$ cat src/rtl/core/bis_pkg.sv
// ----------------------------------------------------------------------------
// bis_pkg
// Shared types, codes and the control program of the block index search.
// ----------------------------------------------------------------------------
`default_nettype none

package bis_pkg;

  localparam int STEP_W = 4;
  localparam int POS_W  = 7;

  typedef logic [STEP_W-1:0] step_t;

  typedef enum logic [1:0] {
    FUNC_LOAD_ELEM  = 2'd0,
    FUNC_LOAD_INDEX = 2'd1,
    FUNC_QUERY      = 2'd2,
    FUNC_NONE       = 2'd3
  } func_t;

  typedef enum logic [3:0] {
    OP_NOP,
    OP_INIT,
    OP_SEARCH_RD,
    OP_NARROW,
    OP_BLK_RD,
    OP_SET_P,
    OP_ELEM_RD,
    OP_NEXT_P,
    OP_EMIT_HIT,
    OP_EMIT_FAIL
  } op_t;

  typedef enum logic [2:0] {
    CND_NEVER,
    CND_ALWAYS,
    CND_NO_QUERY,
    CND_CNT_ZERO,
    CND_KEY_BELOW,
    CND_LO_GE_HI,
    CND_P_GE_STOP,
    CND_ELEM_NE
  } cond_t;

  typedef struct packed {
    op_t   op;
    cond_t cond;
    step_t target;
  } ctrl_word_t;

  typedef struct packed {
    logic no_query;
    logic cnt_zero;
    logic key_below;
    logic lo_ge_hi;
    logic p_ge_stop;
    logic elem_ne;
  } flags_t;

  localparam step_t STEP_IDLE   = 4'd0;
  localparam step_t STEP_LOOP   = 4'd3;
  localparam step_t STEP_BLK    = 4'd5;
  localparam step_t STEP_SCAN   = 4'd7;
  localparam step_t STEP_FAIL   = 4'd10;

  // control program, taken jump goes to target, otherwise to the next step
  function automatic ctrl_word_t bis_rom(input step_t step);
    ctrl_word_t w;
    w = '{op: OP_NOP, cond: CND_ALWAYS, target: STEP_IDLE};
    unique case (step)
      4'd0:    w = '{op: OP_NOP,       cond: CND_NO_QUERY,  target: STEP_IDLE};
      4'd1:    w = '{op: OP_INIT,      cond: CND_CNT_ZERO,  target: STEP_FAIL};
      4'd2:    w = '{op: OP_NOP,       cond: CND_KEY_BELOW, target: STEP_FAIL};
      4'd3:    w = '{op: OP_SEARCH_RD, cond: CND_LO_GE_HI,  target: STEP_BLK};
      4'd4:    w = '{op: OP_NARROW,    cond: CND_ALWAYS,    target: STEP_LOOP};
      4'd5:    w = '{op: OP_BLK_RD,    cond: CND_NEVER,     target: STEP_IDLE};
      4'd6:    w = '{op: OP_SET_P,     cond: CND_NEVER,     target: STEP_IDLE};
      4'd7:    w = '{op: OP_ELEM_RD,   cond: CND_P_GE_STOP, target: STEP_FAIL};
      4'd8:    w = '{op: OP_NEXT_P,    cond: CND_ELEM_NE,   target: STEP_SCAN};
      4'd9:    w = '{op: OP_EMIT_HIT,  cond: CND_ALWAYS,    target: STEP_IDLE};
      4'd10:   w = '{op: OP_EMIT_FAIL, cond: CND_ALWAYS,    target: STEP_IDLE};
      default: w = '{op: OP_NOP,       cond: CND_ALWAYS,    target: STEP_IDLE};
    endcase
    return w;
  endfunction

endpackage

`default_nettype wire

$ cat src/rtl/core/bis_seq.sv
// ----------------------------------------------------------------------------
// bis_seq
// Step counter and control store; picks the next step from the datapath flags.
// ----------------------------------------------------------------------------
`default_nettype none

module bis_seq (
  input  wire              clk,
  input  wire              rst_n,
  input  bis_pkg::flags_t  flags,
  output bis_pkg::op_t     op,
  output logic             busy
);

  bis_pkg::step_t     step_r;
  bis_pkg::step_t     step_nxt;
  bis_pkg::ctrl_word_t cw;
  logic               take;

  always_comb begin
    cw = bis_pkg::bis_rom(step_r);
    unique case (cw.cond)
      bis_pkg::CND_NEVER:     take = 1'b0;
      bis_pkg::CND_ALWAYS:    take = 1'b1;
      bis_pkg::CND_NO_QUERY:  take = flags.no_query;
      bis_pkg::CND_CNT_ZERO:  take = flags.cnt_zero;
      bis_pkg::CND_KEY_BELOW: take = flags.key_below;
      bis_pkg::CND_LO_GE_HI:  take = flags.lo_ge_hi;
      bis_pkg::CND_P_GE_STOP: take = flags.p_ge_stop;
      bis_pkg::CND_ELEM_NE:   take = flags.elem_ne;
      default:                take = 1'b1;
    endcase
    step_nxt = take ? cw.target : step_r + bis_pkg::step_t'(1);
  end

  always_ff @(posedge clk) begin
    if (!rst_n) begin
      step_r <= bis_pkg::STEP_IDLE;
    end else begin
      step_r <= step_nxt;
    end
  end

  assign op   = cw.op;
  assign busy = (step_r != bis_pkg::STEP_IDLE);

  a_step_range: assert property (@(posedge clk) disable iff (!rst_n)
    step_r <= bis_pkg::STEP_FAIL)
    else $error("step counter outside program");

  a_idle_leave: assert property (@(posedge clk) disable iff (!rst_n)
    (step_r == bis_pkg::STEP_IDLE && flags.no_query) |=> step_r == bis_pkg::STEP_IDLE)
    else $error("left idle without a query");

  a_emit_return: assert property (@(posedge clk) disable iff (!rst_n)
    (op == bis_pkg::OP_EMIT_HIT || op == bis_pkg::OP_EMIT_FAIL) |=> !busy)
    else $error("emit step did not return to idle");

endmodule

`default_nettype wire

$ cat src/rtl/core/block_index_search.sv
// ----------------------------------------------------------------------------
// block_index_search
// Index-sequential search: lower-bound binary search over block keys, then
// an in-order scan of the chosen block.
// ----------------------------------------------------------------------------
// Loads (element or index entry) are accepted without leaving idle and busy
// stays low. A query holds busy through the init and key check steps, the
// binary search over the index entries in use, the block read and pointer
// set-up, an in-order scan of the chosen block (each element through the
// registered element memory read) and the emit step; an empty index fails
// at the init step and a key above the last block key at the key check.
// One word per query appears on the out_ ports for one cycle with out_valid;
// the receiver cannot stall it, and the next item may be started while it is
// shown.
`default_nettype none

module block_index_search #(
  parameter int LIST_DEPTH  = 64,
  parameter int INDEX_DEPTH = 16
) (
  input  wire               clk,
  input  wire               rst_n,
  input  wire               start,
  output logic              busy,
  input  wire  [1:0]        in_func,
  input  wire  [5:0]        in_slot,
  input  wire  signed [31:0] in_value,
  input  wire  [6:0]        in_block_first,
  input  wire  [6:0]        in_block_last,
  output logic              out_valid,
  output logic              out_found,
  output logic signed [31:0] out_found_value,
  output logic [5:0]        out_found_position,
  input  wire               cfg_we,
  input  wire  [4:0]        cfg_wdata
);

  localparam int AW = (LIST_DEPTH > 1) ? $clog2(LIST_DEPTH) : 1;
  localparam int IW = (INDEX_DEPTH > 1) ? $clog2(INDEX_DEPTH) : 1;
  localparam int PW = bis_pkg::POS_W;

  logic [31:0]   elem_mem  [LIST_DEPTH];
  logic [31:0]   key_mem   [INDEX_DEPTH];
  logic [PW-1:0] first_mem [INDEX_DEPTH];
  logic [PW-1:0] last_mem  [INDEX_DEPTH];

  logic [4:0]           block_count_r;
  logic signed [31:0]   key_r;
  logic [IW-1:0]        lo_r, hi_r, mid_r;
  logic [IW-1:0]        lo_nxt, hi_nxt, mid_nxt, key_raddr;
  logic [PW-1:0]        p_r, stop_r, p_nxt, stop_nxt;
  logic signed [31:0]   key_rd_r, elem_rd_r;
  logic [PW-1:0]        first_rd_r, last_rd_r;
  logic                 out_valid_r, out_found_r;
  logic signed [31:0]   out_value_r;
  logic [5:0]           out_pos_r;

  bis_pkg::op_t    op;
  bis_pkg::flags_t flags;
  logic            accept;
  int              cnt_sat;
  logic [IW:0]     mid_sum;

  assign accept = start && !busy;

  bis_seq u_seq (
    .clk   (clk),
    .rst_n (rst_n),
    .flags (flags),
    .op    (op),
    .busy  (busy)
  );

  always_comb begin
    flags.no_query  = !(start && in_func == bis_pkg::FUNC_QUERY);
    flags.cnt_zero  = (block_count_r == 5'd0);
    flags.key_below = (key_rd_r < key_r);
    flags.lo_ge_hi  = (lo_r >= hi_r);
    flags.p_ge_stop = (p_r >= stop_r);
    flags.elem_ne   = (elem_rd_r != key_r);
  end

  always_comb begin
    cnt_sat   = (int'(block_count_r) > INDEX_DEPTH) ? INDEX_DEPTH : int'(block_count_r);
    mid_sum   = {1'b0, lo_r} + {1'b0, hi_r};
    mid_nxt   = mid_sum[IW:1];
    lo_nxt    = lo_r;
    hi_nxt    = hi_r;
    p_nxt     = p_r;
    stop_nxt  = stop_r;
    key_raddr = mid_nxt;
    unique case (op)
      bis_pkg::OP_INIT: begin
        lo_nxt    = '0;
        hi_nxt    = IW'(cnt_sat - 1);
        key_raddr = IW'(cnt_sat - 1);
      end
      bis_pkg::OP_NARROW: begin
        if (key_rd_r >= key_r) begin
          hi_nxt = mid_r;
        end else begin
          lo_nxt = mid_r + IW'(1);
        end
      end
      bis_pkg::OP_SET_P: begin
        p_nxt    = (first_rd_r == '0) ? '0 : first_rd_r - PW'(1);
        stop_nxt = (int'(last_rd_r) > LIST_DEPTH) ? PW'(LIST_DEPTH) : last_rd_r;
      end
      bis_pkg::OP_NEXT_P: begin
        if (elem_rd_r != key_r) begin
          p_nxt = p_r + PW'(1);
        end
      end
      default: begin
      end
    endcase
  end

  always_ff @(posedge clk) begin
    if (accept) begin
      key_r <= in_value;
    end
    lo_r   <= lo_nxt;
    hi_r   <= hi_nxt;
    mid_r  <= mid_nxt;
    p_r    <= p_nxt;
    stop_r <= stop_nxt;
  end

  // memories
  always_ff @(posedge clk) begin
    if (accept && in_func == bis_pkg::FUNC_LOAD_ELEM && int'(in_slot) < LIST_DEPTH) begin
      elem_mem[AW'(in_slot)] <= in_value;
    end
    elem_rd_r <= elem_mem[AW'(p_r)];
  end

  always_ff @(posedge clk) begin
    if (accept && in_func == bis_pkg::FUNC_LOAD_INDEX && int'(in_slot) < INDEX_DEPTH) begin
      key_mem[IW'(in_slot)]   <= in_value;
      first_mem[IW'(in_slot)] <= in_block_first;
      last_mem[IW'(in_slot)]  <= in_block_last;
    end
    key_rd_r   <= key_mem[key_raddr];
    first_rd_r <= first_mem[lo_r];
    last_rd_r  <= last_mem[lo_r];
  end

  always_ff @(posedge clk) begin
    if (!rst_n) begin
      block_count_r <= '0;
    end else if (cfg_we) begin
      block_count_r <= cfg_wdata;
    end
  end

  // result word
  always_ff @(posedge clk) begin
    if (!rst_n) begin
      out_valid_r <= 1'b0;
    end else begin
      out_valid_r <= (op == bis_pkg::OP_EMIT_HIT) || (op == bis_pkg::OP_EMIT_FAIL);
    end
    if (op == bis_pkg::OP_EMIT_HIT) begin
      out_found_r <= 1'b1;
      out_value_r <= elem_rd_r;
      out_pos_r   <= p_r[5:0];
    end else if (op == bis_pkg::OP_EMIT_FAIL) begin
      out_found_r <= 1'b0;
      out_value_r <= '0;
      out_pos_r   <= '0;
    end
  end

  assign out_valid          = out_valid_r;
  assign out_found          = out_found_r;
  assign out_found_value    = out_value_r;
  assign out_found_position = out_pos_r;

  a_valid_idle: assert property (@(posedge clk) disable iff (!rst_n)
    out_valid |-> !busy)
    else $error("result word shown while busy");

  a_fail_zero: assert property (@(posedge clk) disable iff (!rst_n)
    (out_valid && !out_found) |-> (out_found_value == 0 && out_found_position == 6'd0))
    else $error("failed query carries data");

  a_query_busy: assert property (@(posedge clk) disable iff (!rst_n)
    (start && !busy && in_func == bis_pkg::FUNC_QUERY) |=> busy)
    else $error("query accepted without going busy");

  a_hit_match: assert property (@(posedge clk) disable iff (!rst_n)
    (op == bis_pkg::OP_EMIT_HIT) |-> (elem_rd_r == key_r && p_r < stop_r))
    else $error("hit reported without a match");

endmodule

`default_nettype wire

$ cat config.mk
export PLATFORM = sky130hd
export DESIGN_NAME = block_index_search
export DESIGN_NICKNAME = d
export VERILOG_FILES = /design/src/rtl/core/bis_pkg.sv /design/src/rtl/core/bis_seq.sv /design/src/rtl/core/block_index_search.sv
export SDC_FILE = /design/constraint.sdc
export NUM_CORES = 2
export LEC_CHECK = 0
export BUFFER_PORTS_ARGS = -buffer_cell sky130_fd_sc_hd__buf_2
export CORE_ASPECT_RATIO = 1.2
export CORE_MARGIN = 4
export CORE_UTILIZATION = 50
export CTS_CLUSTER_SIZE = 25
export DETAILED_ROUTE_END_ITERATION = 8
export PLACE_DENSITY = 0.69
export SYNTH_ARGS = -nofsm -noshare
export SYNTH_HDL_FRONTEND = slang
export SYNTH_SLANG_ARGS = --single-unit
$ cat constraint.sdc
create_clock -name clk -period 7.36 [get_ports clk]
set_input_delay 0.368 -clock clk [delete_from_list [all_inputs] [get_ports clk]]
set_output_delay 0.368 -clock clk [all_outputs]
set_load 0.01 [all_outputs]
Word level (Yosys, flattened, before mapping)
Memories as Yosys holds them, arrays and structs flattened. A register that Yosys moved wholly into a read port is not among the register bits.
Cells that the tools add are included.
{ "classes": {"add_sub_neg": 6, "n_lt_le_gt_ge": 7, "eq_ne": 19, "muxes": 20, "reduce_logical": 19} }
{ "op_table": {"columns": ["op", "n"], "rows": [
  ["two-way mux 32 bit", 2],
  ["greater-or-equal comparator 32 bit", 1],
  ["less-than comparator 32 bit", 1],
  ["!= test 32 bit", 1],
  ["two-way mux 4 bit", 6],
  ["case mux 4 bit (2 select lines)", 2],
  ["two-way mux 7 bit", 2],
  ["case mux 7 bit (2 select lines)", 1],
  ["equality test 3 bit, second input constant", 4],
  ["two-way mux 6 bit", 2],
  ["adder 4 x 1 -> 4 bit, second input constant", 2],
  ["equality test 4 x 3 -> 1 bit, second input constant", 2],
  ["equality test 4 bit, second input constant", 2],
  ["case mux 1 bit (8 select lines)", 1],
  ["adder 7 x 1 -> 7 bit, second input constant", 1],
  ["greater-or-equal comparator 7 bit", 1],
  ["greater-than comparator 7 bit, second input constant", 1],
  ["logical NOT 7 bit", 1],
  ["subtractor 7 x 1 -> 7 bit, second input constant", 1],
  ["equality test 3 x 2 -> 1 bit, second input constant", 2],
  ["less-than comparator 6 x 5 -> 1 bit, second input constant", 1],
  ["AND reduction 2 bit", 3],
  ["nonzero test 2 bit", 3],
  ["adder 4 x 4 -> 5 bit", 1],
  ["18 further kinds", 27]
]} }
{ "word_totals": {"out_inout_bits": 41, "n_memories": 5, "input_bits": 63, "romBits": 176, "regBits": 107, "mem_bits_rw": 2784, "wordCells": 88} }
{ "memory_table": {"columns": ["name", "words", "width", "rd", "rd_ports_with_merged_regs", "write_ports", "line", "source"], "rows": [
  ["elem_mem", 64, 32, 1, 1, 1, "block_index_search.sv:42", "logic [31:0] elem_mem [LIST_DEPTH];"],
  ["key_mem", 16, 32, 1, 1, 1, "block_index_search.sv:43", "logic [31:0] key_mem [INDEX_DEPTH];"],
  ["(name not given)", 16, 11, 1, 1, 0, "bis_pkg.sv:70", "unique case (step)"],
  ["first_mem", 16, 7, 1, 1, 1, "block_index_search.sv:44", "logic [PW-1:0] first_mem [INDEX_DEPTH];"],
  ["last_mem", 16, 7, 1, 1, 1, "block_index_search.sv:45", "logic [PW-1:0] last_mem [INDEX_DEPTH];"]
]} }

Logic depth before layout (Yosys ltp)
{ "logic_depth": {"depth_word": 7, "ltp_mapped": 19, "mapped_depth_nobuf": 15} }

Hierarchy
Synthesis repeated with hierarchy kept, for this count alone.
{ "hier_totals": {"cells_unflattened": 4783, "area_unflattened_um2": 113458.8} }
{ "modules_own_cells": {"columns": ["module", "instances", "area_per_inst_um2", "seq_area_each_um2", "cells_per_inst"], "rows": [
  ["block_index_search", 1, 112555.4, 88144.5, 4689],
  ["bis_seq", 1, 903.4, 300.3, 94]
]} }

Worst setup path after synthesis
Ideal clock, no wire load.
{ "synth_timing": {"path_kind": "flip-flop to flip-flop", "startpoint": "register u_seq.step_r[0]", "endpoint": "memory first_mem[3][0] (netlist name), enable pin", "period_less_slack_ns": 4.370, "n_path_buf": 0, "t_arrival_ns": 3.920, "setup_slack_ns": 2.990, "setup_ns": 0.450, "required_ns": 6.910, "stages_incl_launch_ff": 8, "path_cell_list": "dfxtp_1 inv_1 ha_1 and3_1 nand2b_1 nor2_1 nand3_1 nor2_1"} }
{ "synth_between": {"elab_chain_len": 7} }
{ "synth_lines": {"columns": ["item", "line", "source"], "rows": [
  ["start: declaration", "bis_seq.sv:15", "bis_pkg::step_t step_r;"],
  ["start signal: assignment", "bis_seq.sv:38", "step_r <= bis_pkg::STEP_IDLE;"],
  ["start signal: assignment", "bis_seq.sv:40", "step_r <= step_nxt;"],
  ["nonzero test 4 bit", "bis_seq.sv:45", "assign busy = (step_r != bis_pkg::STEP_IDLE);"],
  ["logical NOT 1 bit", "block_index_search.sv:64", "assign accept = start && !busy;"],
  ["logical AND 1 bit", "block_index_search.sv:64", null],
  ["via accept", "block_index_search.sv:60", "logic accept;"],
  ["logical AND 1 bit (2 in series)", "block_index_search.sv:139", "if (accept && in_func == bis_pkg::FUNC_LOAD_INDEX && int'(in_slot) < INDEX_DEPTH) begin"],
  ["two-way mux 1 bit", "block_index_search.sv:139", null],
  ["two-way mux 1 bit (implied by the code)", "block_index_search.sv:141", "first_mem[IW'(in_slot)] <= in_block_first;"],
  ["end: declaration", "block_index_search.sv:44", null]
]} }
The timed path passes the listed nets, and every way through them passes these cells.

Worst setup path after layout
{ "layout_timing": {"startpoint": "register elem_rd_r[16] (read register of elem_mem)", "endpoint": "register u_seq.cw[6] (netlist name)"} }
{ "layout_between": {"elab_chain_len": 4} }
{ "layout_lines": {"columns": ["item", "line", "source"], "rows": [
  ["start: declaration", "block_index_search.sv:52", "logic signed [31:0] key_rd_r, elem_rd_r;"],
  ["!= test 32 bit", "block_index_search.sv:80", "flags.elem_ne = (elem_rd_r != key_r);"],
  ["case mux 1 bit (8 select lines)", "bis_seq.sv:22", "unique case (cw.cond)"],
  ["two-way mux 4 bit", "bis_seq.sv:33", "step_nxt = take ? cw.target : step_r + bis_pkg::step_t'(1);"],
  ["two-way mux 4 bit (no line)", null, null]
]} }
No other way between the ends.
A chain may end at the register's enable or synchronous reset.

==> metrics.cfg <==
[finish]
area_growth_pct = 13.0
utilization = 0.568
drive_gt1_frac = 0.305
final_common_cell = edfxtp_1
fin_nets = 5216
finish.instance_area_mm2 = 0.128
nFillCells = 15935
layout_common_cells = 2,876 x edfxtp_1, 870 x mux4_2, 294 x clkbuf_16, 147 x buf_4, 104 x dfxtp_1

[place]
dpl-instance-area_mm2 = 0.119
dp_hpwl_mm = 160
routabilityCongestion = 0.858
pre_cts_ws_ns = 2.30
portBuffers = 103

[pwr]
p_int_w = 0.0304
power_density_mw_per_mm2 = 317
seqPwrFrac = 0.481
p_clk_frac = 0.363
p_switching_w = 0.0102
p_leak_nw = 40.1
pwr-share-comb = 0.156
p_sw_frac = 0.252
vdd_drop_max_v = 0.000316

[timing]
hold_ws_ns = 0.228
rsz0062_at_grt = no
tightestPinTransition_ns = 1.26
fmax_mhz = 193
final_hold_viol_count = 0
finalWorstSetupSlack_ns = 2.18
fin_skew_ns = 0.0870
slew_viol_final = 0
setup_tns_ns = 0
slew_headroom = 0.155
timing.final.crit_share = 0.704
setup_viol = 0
period_needed_ns = 5.18

[critical_path]
crit_arrival_ns = 5.93
crit_path_end_kind = register
path_common_cell = mux2i_1
crit_path_cell_trace = xor2_1 -> nor4_1 -> nand2_1 -> nor4_1 -> o32ai_1 -> nor3_2 -> mux2i_1 -> and2_1 -> ha_1 -> mux2i_1 -> nor2_1 -> mux2i_1 -> o22ai_1
worstSetupPathType = reg2reg
critPathMaxStageDelay_ns = 0.82
startpoint_type = register
slowest_stage = nor3_2
crit_fanout = 12
required_ns = 8.11

[logic_synthesis]
postSynthCellCount = 4758
synth_area_leaders = edfxtp_1 76%, mux4_2 17%, dfxtp_1 1.8%
syn_nets = 4879
ys_warn_count = 0
ys_ff_latch = 2980
ys_seq_area_frac = 0.779
synth-main-ff-cell = edfxtp_1
synth_edf_count = 2876
yosysTopAreaCellShare = 0.761
syn_area_mm2 = 0.114
syn_avg_cell_area_um2 = 23.9
synth_cell_types = 66
synthArstFlopShare = 0
yosysTopAreaCell = edfxtp_1

[floorplan]
initial_core_util = 0.503
core-area_mm2 = 0.226
die_h_um = 530
die_area_mm2 = 0.235
fp.dieW_um = 443
rows = 191
num_io_pins = 104

[clock_network]
cts_inserted_buffers = 286
clkLatencyLatePin_ns = 0.87
clock-sinks = 2980
clk_pin_slew_ns = 0.06
ctsResizeCount = 0
cts_buffer_depth = 4
cts_tree = built
cts_root_buf = clkbuf_16
postCtsSetupRepairBufs = 0
cts_max_level = 5

[route]
wl_per_cell_um = 34.5
dr_total_vias = 52995
vias_per_cell = 6.37
drt-total-wl_mm = 287
ant_nets = 0
drt_first_pass_iters = 6
drc = 0
initialDrtViolationCount = 7390

[run]
maxCapViolCount = 0

[outcome]
outcome = finished, final reports clean

[global_routing]
grt_overflow_total = 0
antenna_found_initial = 22
grt_use_total = 0.245
grt_max_degree = 157
grt_pass1_wl_mm = 407
grt_pass1_vias = 53707

[hold_path]
hold_class = in2reg

## worst max-delay path: cells and delay by family, from the launching register on
kind,cells,cell delay [ns]
compound gates,2,0.53
xor+xnor,1,0.14
flops,1,0.77
simple gates,6,2.72
mux,3,0.61
fa+ha+maj,1,0.31
## synth_stat cells, types with 2 or more instances
library cell,count
edfxtp_1,2876
mux4_2,870
nor2_1,120
clkbuf_1,115
dfxtp_1,104
inv_1,60
ha_1,57
a21oi_1,55
buf_2,50
mux2i_1,46
buf_1,45
nor2b_1,43
xor2_1,43
and2_1,42
a211oi_1,35
nand2_1,25
buf_4,18
nand3_1,15
or3_1,12
nor4_1,11
nand2b_1,9
nand4_1,9
xnor2_1,9
nor3_1,8
o22ai_1,8
a21o_1,6
o21ai_1,5
buf_6,4
nand3b_1,4
o21ai_0,4
o21bai_1,4
a221o_1,3
or2_2,3
a22o_1,2
a31oi_1,2
and3_1,2
and4_1,2
o211ai_1,2
or3b_2,2
or4_1,2
## cells by family after synthesis
kind of cell / count (synthesis) / share of synthesized area
mux: 917 / 0.177
fa+ha+maj: 58 / 0.00646
xor+xnor: 52 / 0.00401
simple gates: 314 / 0.0142
buf+inv: 292 / 0.0111
flops: 2980 / 0.779
compound gates: 145 / 0.00849
## metrics by stage
stage	instances	power, W
after floorplan	4758	0.0240
after global placement	7773	0.0262
after detailed placement	7773	0.0262
after CTS	8311	0.0408
after global routing	8315	0.0420
final	8323	0.0406
## registers in the layout (all words and copies together), names as in the netlist, 5 cells and up
| signal | count |
|---|---|
| key_r | 32 |
| p_r | 7 |
| u_seq.cw | 11 |
| last_mem | 112 |
| elem_rd_r | 32 |
| first_mem | 112 |
| block_count_r | 5 |
| out_found_value | 32 |
| first_rd_r | 7 |
| elem_mem | 2048 |
| key_mem | 512 |
| out_found_position | 6 |
| last_rd_r | 7 |
| stop_r | 7 |
| key_rd_r | 32 |
## final timing paths
kind	start	endpoint	slack [ns]	depth (start not counted)
max	elem_rd_r[16]	u_seq.cw[6]	2.18	13
min	in_value[28]	key_mem[10][28]	0.23	2
max reg2reg	elem_rd_r[16]	u_seq.cw[6]	2.18	13
min reg2reg	out_found	out_found	0.46	1
## power groups by stage
stage,registers (W),logic (W),clock network [W]
2_1_floorplan,0.0195,0.00442,0
3_3_place_gp,0.0199,0.00630,0
3_5_place_dp,0.0199,0.00636,0
4_1_cts,0.0195,0.00640,0.0149
5_1_grt,0.0195,0.00676,0.0157
6_report,0.0195,0.00633,0.0147
## area by class of cell
type                       instances  area, um^2  share of cell area
timing repair buffer             281        2020              0.0157
multi-input combinational       1486       24500               0.191
antenna                           12        30.0            0.000234
clock buffer                     389        7880              0.0615
clock inverter                   124        1430              0.0111
sequential                      2980       88400               0.690
tap                             2991        3740              0.0292
inverter                          60         225             0.00176
## routing by layer
layer / global-route usage / part of all wire
met5: 0 / 0.00027
met4: 0.0948 / 0.044
met3: 0.0434 / 0.092
met2: 0.412 / 0.51
met1: 0.322 / 0.36
## what timing repair did
action	CTS	global route
hold endpoints to repair	235	0
endpoints found under the setup margin	0	0
hold buffers	25	0
(Power assumes the default switching activity.)
